<file path="src/hw/rtl/qlp_pkg.sv">
// Shared types, constants and helpers for the quoted literal parser.
package qlp_pkg;

  localparam int QLP_COUNT_WIDTH_DEF = 16;
  localparam int QLP_FIELD_W         = 16;
  localparam int QLP_TDATA_W         = 56;
  localparam int QLP_TUSER_W         = 2;
  localparam logic [7:0] QLP_HIGH_BIT = 8'h80;

  typedef enum logic [1:0] {
    KIND_TEXT = 2'd0,
    KIND_END  = 2'd1,
    KIND_ERR  = 2'd2
  } kind_t;

  typedef struct packed {
    kind_t       kind;
    logic [7:0]  text_byte;
    logic [15:0] char_count;
    logic [15:0] byte_count;
    logic [15:0] consumed_len;
    logic        last;
  } result_t;

  // Continuation bytes that follow a UTF-8 lead byte (high bit set).
  function automatic logic [2:0] cont_len(input logic [7:0] b);
    logic [2:0] n;
    if (b < 8'hE0)      n = 3'd1;
    else if (b < 8'hF0) n = 3'd2;
    else if (b < 8'hF8) n = 3'd3;
    else if (b < 8'hFC) n = 3'd4;
    else                n = 3'd5;
    return n;
  endfunction

endpackage

</file>
<file path="src/hw/rtl/qlp_step.sv">
// Per-byte literal state machine: holds the parse state and forms one result.
module qlp_step import qlp_pkg::*; #(
  parameter int COUNT_WIDTH = QLP_COUNT_WIDTH_DEF
) (
  input  logic       clk,
  input  logic       rst,
  input  logic       accept,
  input  logic [7:0] src_byte,
  input  logic       dq_en,
  output logic       res_valid,
  output result_t    res
);

  typedef enum logic [1:0] {
    PH_IDLE   = 2'd0,
    PH_INSIDE = 2'd1,
    PH_QUOTE  = 2'd2
  } phase_t;

  localparam logic [COUNT_WIDTH-1:0] CNT_MAX = '1;

  phase_t                 phase, phase_next;
  logic [7:0]             quote_char, quote_char_next;
  logic [2:0]             cont_left, cont_left_next;
  logic [COUNT_WIDTH-1:0] chars_seen, chars_seen_next;
  logic [COUNT_WIDTH-1:0] bytes_out, bytes_out_next;
  logic [COUNT_WIDTH-1:0] bytes_consumed, bytes_consumed_next;
  logic                   emit;
  kind_t                  emit_kind;

  logic [COUNT_WIDTH+QLP_FIELD_W-1:0] chars_ext, bytes_ext, cons_ext;

  function automatic logic [COUNT_WIDTH-1:0] sat_inc(input logic [COUNT_WIDTH-1:0] v);
    return (v == CNT_MAX) ? v : v + 1'b1;
  endfunction

  always_comb begin
    phase_next          = phase;
    quote_char_next     = quote_char;
    cont_left_next      = cont_left;
    chars_seen_next     = chars_seen;
    bytes_out_next      = bytes_out;
    bytes_consumed_next = bytes_consumed;
    emit                = 1'b0;
    emit_kind           = KIND_TEXT;
    unique case (phase)
      PH_QUOTE: begin
        if (src_byte == quote_char && dq_en) begin
          // doubled quote stands for one literal quote
          phase_next          = PH_INSIDE;
          chars_seen_next     = sat_inc(chars_seen);
          bytes_out_next      = sat_inc(bytes_out);
          bytes_consumed_next = sat_inc(bytes_consumed);
          emit                = 1'b1;
        end else begin
          // closing byte is dropped
          phase_next     = PH_IDLE;
          cont_left_next = 3'd0;
          emit           = 1'b1;
          emit_kind      = KIND_END;
        end
      end
      PH_INSIDE: begin
        if (cont_left != 3'd0) begin
          cont_left_next      = cont_left - 3'd1;
          bytes_out_next      = sat_inc(bytes_out);
          bytes_consumed_next = sat_inc(bytes_consumed);
          emit                = 1'b1;
        end else if (src_byte == 8'd0) begin
          phase_next = PH_IDLE;
          emit       = 1'b1;
          emit_kind  = KIND_ERR;
        end else if (src_byte == quote_char) begin
          bytes_consumed_next = sat_inc(bytes_consumed);
          if (dq_en) begin
            phase_next = PH_QUOTE;
          end else begin
            phase_next = PH_IDLE;
            emit       = 1'b1;
            emit_kind  = KIND_END;
          end
        end else begin
          if ((src_byte & QLP_HIGH_BIT) != 8'd0) begin
            cont_left_next = cont_len(src_byte);
          end
          chars_seen_next     = sat_inc(chars_seen);
          bytes_out_next      = sat_inc(bytes_out);
          bytes_consumed_next = sat_inc(bytes_consumed);
          emit                = 1'b1;
        end
      end
      default: begin
        // opening quote, whatever its value
        phase_next          = PH_INSIDE;
        quote_char_next     = src_byte;
        cont_left_next      = 3'd0;
        chars_seen_next     = '0;
        bytes_out_next      = '0;
        bytes_consumed_next = {{(COUNT_WIDTH-1){1'b0}}, 1'b1};
      end
    endcase
  end

  assign chars_ext = {{QLP_FIELD_W{1'b0}}, chars_seen_next};
  assign bytes_ext = {{QLP_FIELD_W{1'b0}}, bytes_out_next};
  assign cons_ext  = {{QLP_FIELD_W{1'b0}}, bytes_consumed_next};

  assign res_valid        = accept && emit;
  assign res.kind         = emit_kind;
  assign res.text_byte    = (emit_kind == KIND_TEXT) ? src_byte : 8'd0;
  assign res.char_count   = chars_ext[QLP_FIELD_W-1:0];
  assign res.byte_count   = bytes_ext[QLP_FIELD_W-1:0];
  assign res.consumed_len = cons_ext[QLP_FIELD_W-1:0];
  assign res.last         = (emit_kind != KIND_TEXT);

  always_ff @(posedge clk) begin
    if (rst) begin
      phase          <= PH_IDLE;
      quote_char     <= 8'd0;
      cont_left      <= 3'd0;
      chars_seen     <= '0;
      bytes_out      <= '0;
      bytes_consumed <= '0;
    end else if (accept) begin
      phase          <= phase_next;
      quote_char     <= quote_char_next;
      cont_left      <= cont_left_next;
      chars_seen     <= chars_seen_next;
      bytes_out      <= bytes_out_next;
      bytes_consumed <= bytes_consumed_next;
    end
  end

endmodule

</file>
<file path="src/hw/rtl/qlp_obuf.sv">
// Output register with a skid stage so the input side never waits on m_tready directly.
module qlp_obuf import qlp_pkg::*; (
  input  logic    clk,
  input  logic    rst,
  input  logic    in_valid,
  output logic    in_ready,
  input  result_t in_data,
  output logic    out_valid,
  input  logic    out_ready,
  output result_t out_data
);

  logic    main_valid, skid_valid;
  result_t main_data, skid_data;
  logic    main_take;

  assign in_ready  = !skid_valid;
  assign main_take = !main_valid || out_ready;
  assign out_valid = main_valid;
  assign out_data  = main_data;

  always_ff @(posedge clk) begin
    if (rst) begin
      main_valid <= 1'b0;
      skid_valid <= 1'b0;
    end else if (main_take) begin
      if (skid_valid) begin
        main_valid <= 1'b1;
        skid_valid <= 1'b0;
      end else begin
        main_valid <= in_valid;
      end
    end else if (in_valid) begin
      skid_valid <= 1'b1;
    end
  end

  always_ff @(posedge clk) begin
    if (main_take) begin
      main_data <= skid_valid ? skid_data : in_data;
    end else if (in_valid) begin
      skid_data <= in_data;
    end
  end

endmodule

</file>
<file path="src/hw/rtl/quoted_literal_parser_unit.sv">
// Top level of the quoted literal parser.
//
// Source bytes enter on the s_axis channel, one item per byte. The first byte
// after idle opens a literal and is taken as its quote character. Each byte
// inside the literal gives one text item on m_axis (tuser = kind, tlast low);
// the byte after a closing quote (or the quote itself when doubling is off),
// or a NUL, gives a single end or error item with tlast high and is consumed.
// tdata carries the text byte and the running character, byte and consumed
// counts.
// Throughput is one byte per cycle while s_axis_tready is high: the decision
// for a byte is made in the cycle it is accepted and written into the output
// register, or into the skid stage when the output register is stalled.
// The output register is backed by a one-item skid stage; s_axis_tready
// drops only once that skid item is held, i.e. after two results back up
// while m_axis_tready is low. No item is lost or repeated under stall.
// cfg_we writes the doubled-quote enable; use it only while the block is idle.
// Reset (rst, synchronous) returns to idle, clears counts and output items,
// and sets the doubled-quote enable.
module quoted_literal_parser_unit import qlp_pkg::*; #(
  parameter int COUNT_WIDTH = QLP_COUNT_WIDTH_DEF
) (
  input  logic                   clk,
  input  logic                   rst,
  input  logic                   s_axis_tvalid,
  output logic                   s_axis_tready,
  input  logic [7:0]             s_axis_tdata,   // src_byte
  output logic                   m_axis_tvalid,
  input  logic                   m_axis_tready,
  output logic [QLP_TDATA_W-1:0] m_axis_tdata,   // text_byte, char_count, byte_count,
                                                 // consumed_len
  output logic [QLP_TUSER_W-1:0] m_axis_tuser,   // kind
  output logic                   m_axis_tlast,
  input  logic                   cfg_we,
  input  logic                   cfg_wdata       // doubled_quote_enable
);

  logic    dq_en;
  logic    accept;
  logic    res_valid;
  result_t res, out_res;

  assign accept = s_axis_tvalid && s_axis_tready;

  always_ff @(posedge clk) begin
    if (rst) begin
      dq_en <= 1'b1;
    end else if (cfg_we) begin
      dq_en <= cfg_wdata;
    end
  end

  qlp_step #(
    .COUNT_WIDTH(COUNT_WIDTH)
  ) u_step (
    .clk       (clk),
    .rst       (rst),
    .accept    (accept),
    .src_byte  (s_axis_tdata),
    .dq_en     (dq_en),
    .res_valid (res_valid),
    .res       (res)
  );

  qlp_obuf u_obuf (
    .clk       (clk),
    .rst       (rst),
    .in_valid  (res_valid),
    .in_ready  (s_axis_tready),
    .in_data   (res),
    .out_valid (m_axis_tvalid),
    .out_ready (m_axis_tready),
    .out_data  (out_res)
  );

  assign m_axis_tdata = {out_res.consumed_len, out_res.byte_count,
                         out_res.char_count, out_res.text_byte};
  assign m_axis_tuser = out_res.kind;
  assign m_axis_tlast = out_res.last;

endmodule

</file>
<file path="config.mk">
export PLATFORM = sky130hd
export DESIGN_NAME = quoted_literal_parser_unit
export DESIGN_NICKNAME = d
export VERILOG_FILES = /design/src/hw/rtl/qlp_pkg.sv /design/src/hw/rtl/qlp_step.sv /design/src/hw/rtl/qlp_obuf.sv /design/src/hw/rtl/quoted_literal_parser_unit.sv
export SDC_FILE = /design/constraint.sdc
export NUM_CORES = 1
export LEC_CHECK = 0
export ABC_AREA = 1
export BUFFER_PORTS_ARGS = -buffer_cell sky130_fd_sc_hd__buf_2
export CORE_MARGIN = 2
export CORE_UTILIZATION = 45
export DETAILED_ROUTE_END_ITERATION = 16
export GPL_ROUTABILITY_DRIVEN = 0
export PLACE_DENSITY = 0.7
export SLEW_MARGIN = 15
export SYNTH_ARGS = -nofsm -noshare
export SYNTH_HDL_FRONTEND = slang
export SYNTH_HIERARCHICAL = 1
export SYNTH_SLANG_ARGS = --single-unit
</file>
<file path="constraint.sdc">
create_clock -name clk -period 6.35 [get_ports clk]
set_input_delay 0.635 -clock clk [delete_from_list [all_inputs] [get_ports clk]]
set_output_delay 0.635 -clock clk [all_outputs]
set_load 0.01 [all_outputs]
</file>
==> reports/metrics.cfg <==
[min_path]
hold_path_class = input pin to flip-flop
whs_path_depth = 3
worstHoldStart = cfg_wdata
min_to = dq_en

[cts]
cts_setup_buffers = 0
clock-root-buffer = clkbuf_16
cts_buffers = 17
cts_hold_buffers = 0
cts_tree = done
h-tree-depth = 4
clk_latency_ps = 430
clock-sinks = 182
cts_buffer_depth = 2
ctsResizeCount = 0
clkTransAtPathRegs_ps = 70

[yosys]
syn_avg_cell_area_sq_um = 8.030
yosysMostFrequentCell = nand2_1
synth_edf_count = 118
yosys.area.top_type = edfxtp_1
syn_inst = 1160
synth_ff_type = edfxtp_1
synthArstFlopShare_pct = 0
netlist_top_cells_count = nand2_1 (388), inv_1 (143), edfxtp_1 (118)
synth-seq-cells = 182
yosysWarnings = 6
syn_area_sq_um = 9315
synth_fp_nets = 1181
ys_top_cells_by_area = edfxtp_1 (38%), nand2_1 (16%), dfxtp_1 (14%), inv_1 (5.8%), nand3_1 (4.5%)
ys_types = 43
synth.top_cell.area_share_pct = 38.04
yosysSeqAreaShare_pct = 51.79

[power]
p_per_area_nw_per_um2 = 261.6
power_frac_comb_pct = 11.2
internal_power_uw = 2021
p_sw_share_pct = 25.44
sequentialPowerShare_pct = 49.5
ir_drop_mv = 0.1924
netSwitchingPower_uw = 689.8
cellLeakagePower_uw = 0.004955
p_clk_share_pct = 39.3

[routing]
antenna_left = 0
drt_pass1_iterations = 5
wire_per_inst_um = 13.23
drc = 0
drtIter0Drc = 566
viasPerCell = 5.040
routed_wl_mm = 19.79
dr_total_vias = 7540

[die]
fp.dieW_um = 147.9
core-area_sq_um = 20300
dieArea_sq_um = 21870
rows = 52
die_h_um = 147.9
start_util_pct = 45.89
pin_count = 75

[setup_path]
worst_setup_path_end_kind = flip-flop
ff2ff_setup_slack_ps = 2810
r2r-start = u_obuf/skid_valid
cp-start-kind = flip-flop
path_class = flip-flop to flip-flop
critical_path_arrival_ps = 3590
ff2ff_path_depth = 9
critical_path_required_ps = 6410
r2r-end = u_obuf/skid_data[46]
critPathMaxFanout = 99

[global_routing]
grt_antenna_before_repair = 0
global_route.usage.met1_pct = 24.18
gr-usage-met2_pct = 32.16
grt_max_degree = 100
grt_first_pass_wirelength_mm = 33.82
grt_pass1_vias = 7222
grt_use_total_pct = 18.89
grt.busiest_layer = met2
met3_usage_pct = 4.414
gr-total-overflow = 0

[place]
io_buffer_count = 74
dp_hpwl_mm = 12.49

[sta]
clock_skew_ps = 8.203
slew_headroom_pct = 40.91
worst_slew_pin_slew_ps = 886.4
slew_violations = 0
setup_viol = 0
hold_viol = 0
tns_ps = 0
fmax_ghz = 0.2829
timing.final.crit_share_pct = 55.67
period_minus_slack_ps = 3535
grt_setup_unrepaired = no

[outcome]
run_status = complete, no violations

[finish]
postLayoutCoreUtil_pct = 51.05
area_growth_pct = 11.24
drive_gt1_share_pct = 13.54
antenna_cells = 0
fin_nets = 1234

[flow_run]
maxCapViolations = 0

==> worst max path at each step <==
stage	startpoint	endpoint	slack (ps)	cells past startpoint
floorplan	m_axis_tready	u_obuf/skid_data[0]	1220	3
global placement	u_obuf/skid_valid	u_obuf/skid_data[17]	2940	9
detailed placement	u_obuf/skid_valid	u_obuf/skid_data[17]	2820	9
CTS	u_obuf/skid_valid	u_obuf/skid_data[20]	2840	9
global route	u_obuf/skid_valid	u_obuf/skid_data[51]	2510	9
finish	u_obuf/skid_valid	u_obuf/skid_data[46]	2810	9
==> placed cells by master (no fill, tap or decap), drive strengths merged, types with 2 or more instances in the layout <==
cell	n
nor2	63
ha	7
xor2	2
clkinv	9
dfxtp	64
o31ai	3
a211oi	2
a21oi	74
or2	2
buf	80
clkbuf	19
xnor2	4
nand3	85
nand4	11
o211ai	4
edfxtp	118
bufinv	3
o21ai	94
nor3	9
o22ai	4
nand2	408
inv	157
==> power groups by stage <==
stage | clock network (uW) | registers (uW) | logic, uW
finish | 1070 | 1340 | 303
global route | 1130 | 1350 | 345
CTS | 1090 | 1340 | 303
detailed placement | 0 | 1370 | 301
global placement | 0 | 1370 | 295
floorplan | 0 | 1380 | 209
==> routing by layer <==
metal / routed length, um / up-vias / part of all wire (%)
met1: 9074 / 3500 / 46
li1: - / 3870 / -
met5: 0 / - / 0
met3: 755 / 20 / 3.8
met2: 9755 / 150 / 49
met4: 206 / 0 / 1.0
==> logic make-up after synthesis <==
family	after synthesis	synth area share [%]
XOR/XNOR	6	0.5641
adder cells (fa/ha/maj)	7	0.9402
AND/OR/NAND/NOR	578	26.58
AO/OA/AOI/OAI	184	10.45
flip-flops	182	51.79
buffers and inverters	203	9.671
==> flip-flops by register name (all words and copies together) (netlist names) <==
name and count:
u_obuf/skid_data 59, u_step/quote_char 8, u_step/cont_left 3, u_step/chars_seen 16, u_obuf/out_valid 1, u_step/phase 2
u_obuf/out_data 59, dq_en 1, u_obuf/skid_valid 1, u_step/bytes_out 16, u_step/bytes_consumed 16
==> metrics by stage <==
step / cell area [sq um] / worst slack, ps / std cells / total power [uW] / hold WS [ps]
after global routing: 10360 / 2507 / 1496 / 2828 / 406.8
after detailed placement: 9773 / 2821 / 1464 / 1668 / 466.2
after CTS: 10360 / 2836 / 1496 / 2731 / 405.5
final: 10360 / 2815 / 1496 / 2711 / 415.3
after floorplan: 9315 / 1218 / 1160 / 1586 / 438.0
after global placement: 9773 / 2942 / 1464 / 1662 / 456.3
==> worst max-delay path: stages, from the launching register on <==
cell and delay (ps):
dfxtp_2 340, inv_6 360, nand2_1 120, inv_2 60
buf_4 680, inv_1 220, a211oi_1 380, inv_1 130
nor2_4 150, buf_4 680
==> cell type report <==
type                       instances  area [sq um]
tap                              270         337.8
multi-input combinational        775          3600
clock inverter                    13         156.4
sequential                       182          4826
clock buffer                      19         432.9
timing repair buffer              80         415.4
inverter                         157         594.3
fill                            1933          9937
Power figures use the tool's default switching activity.
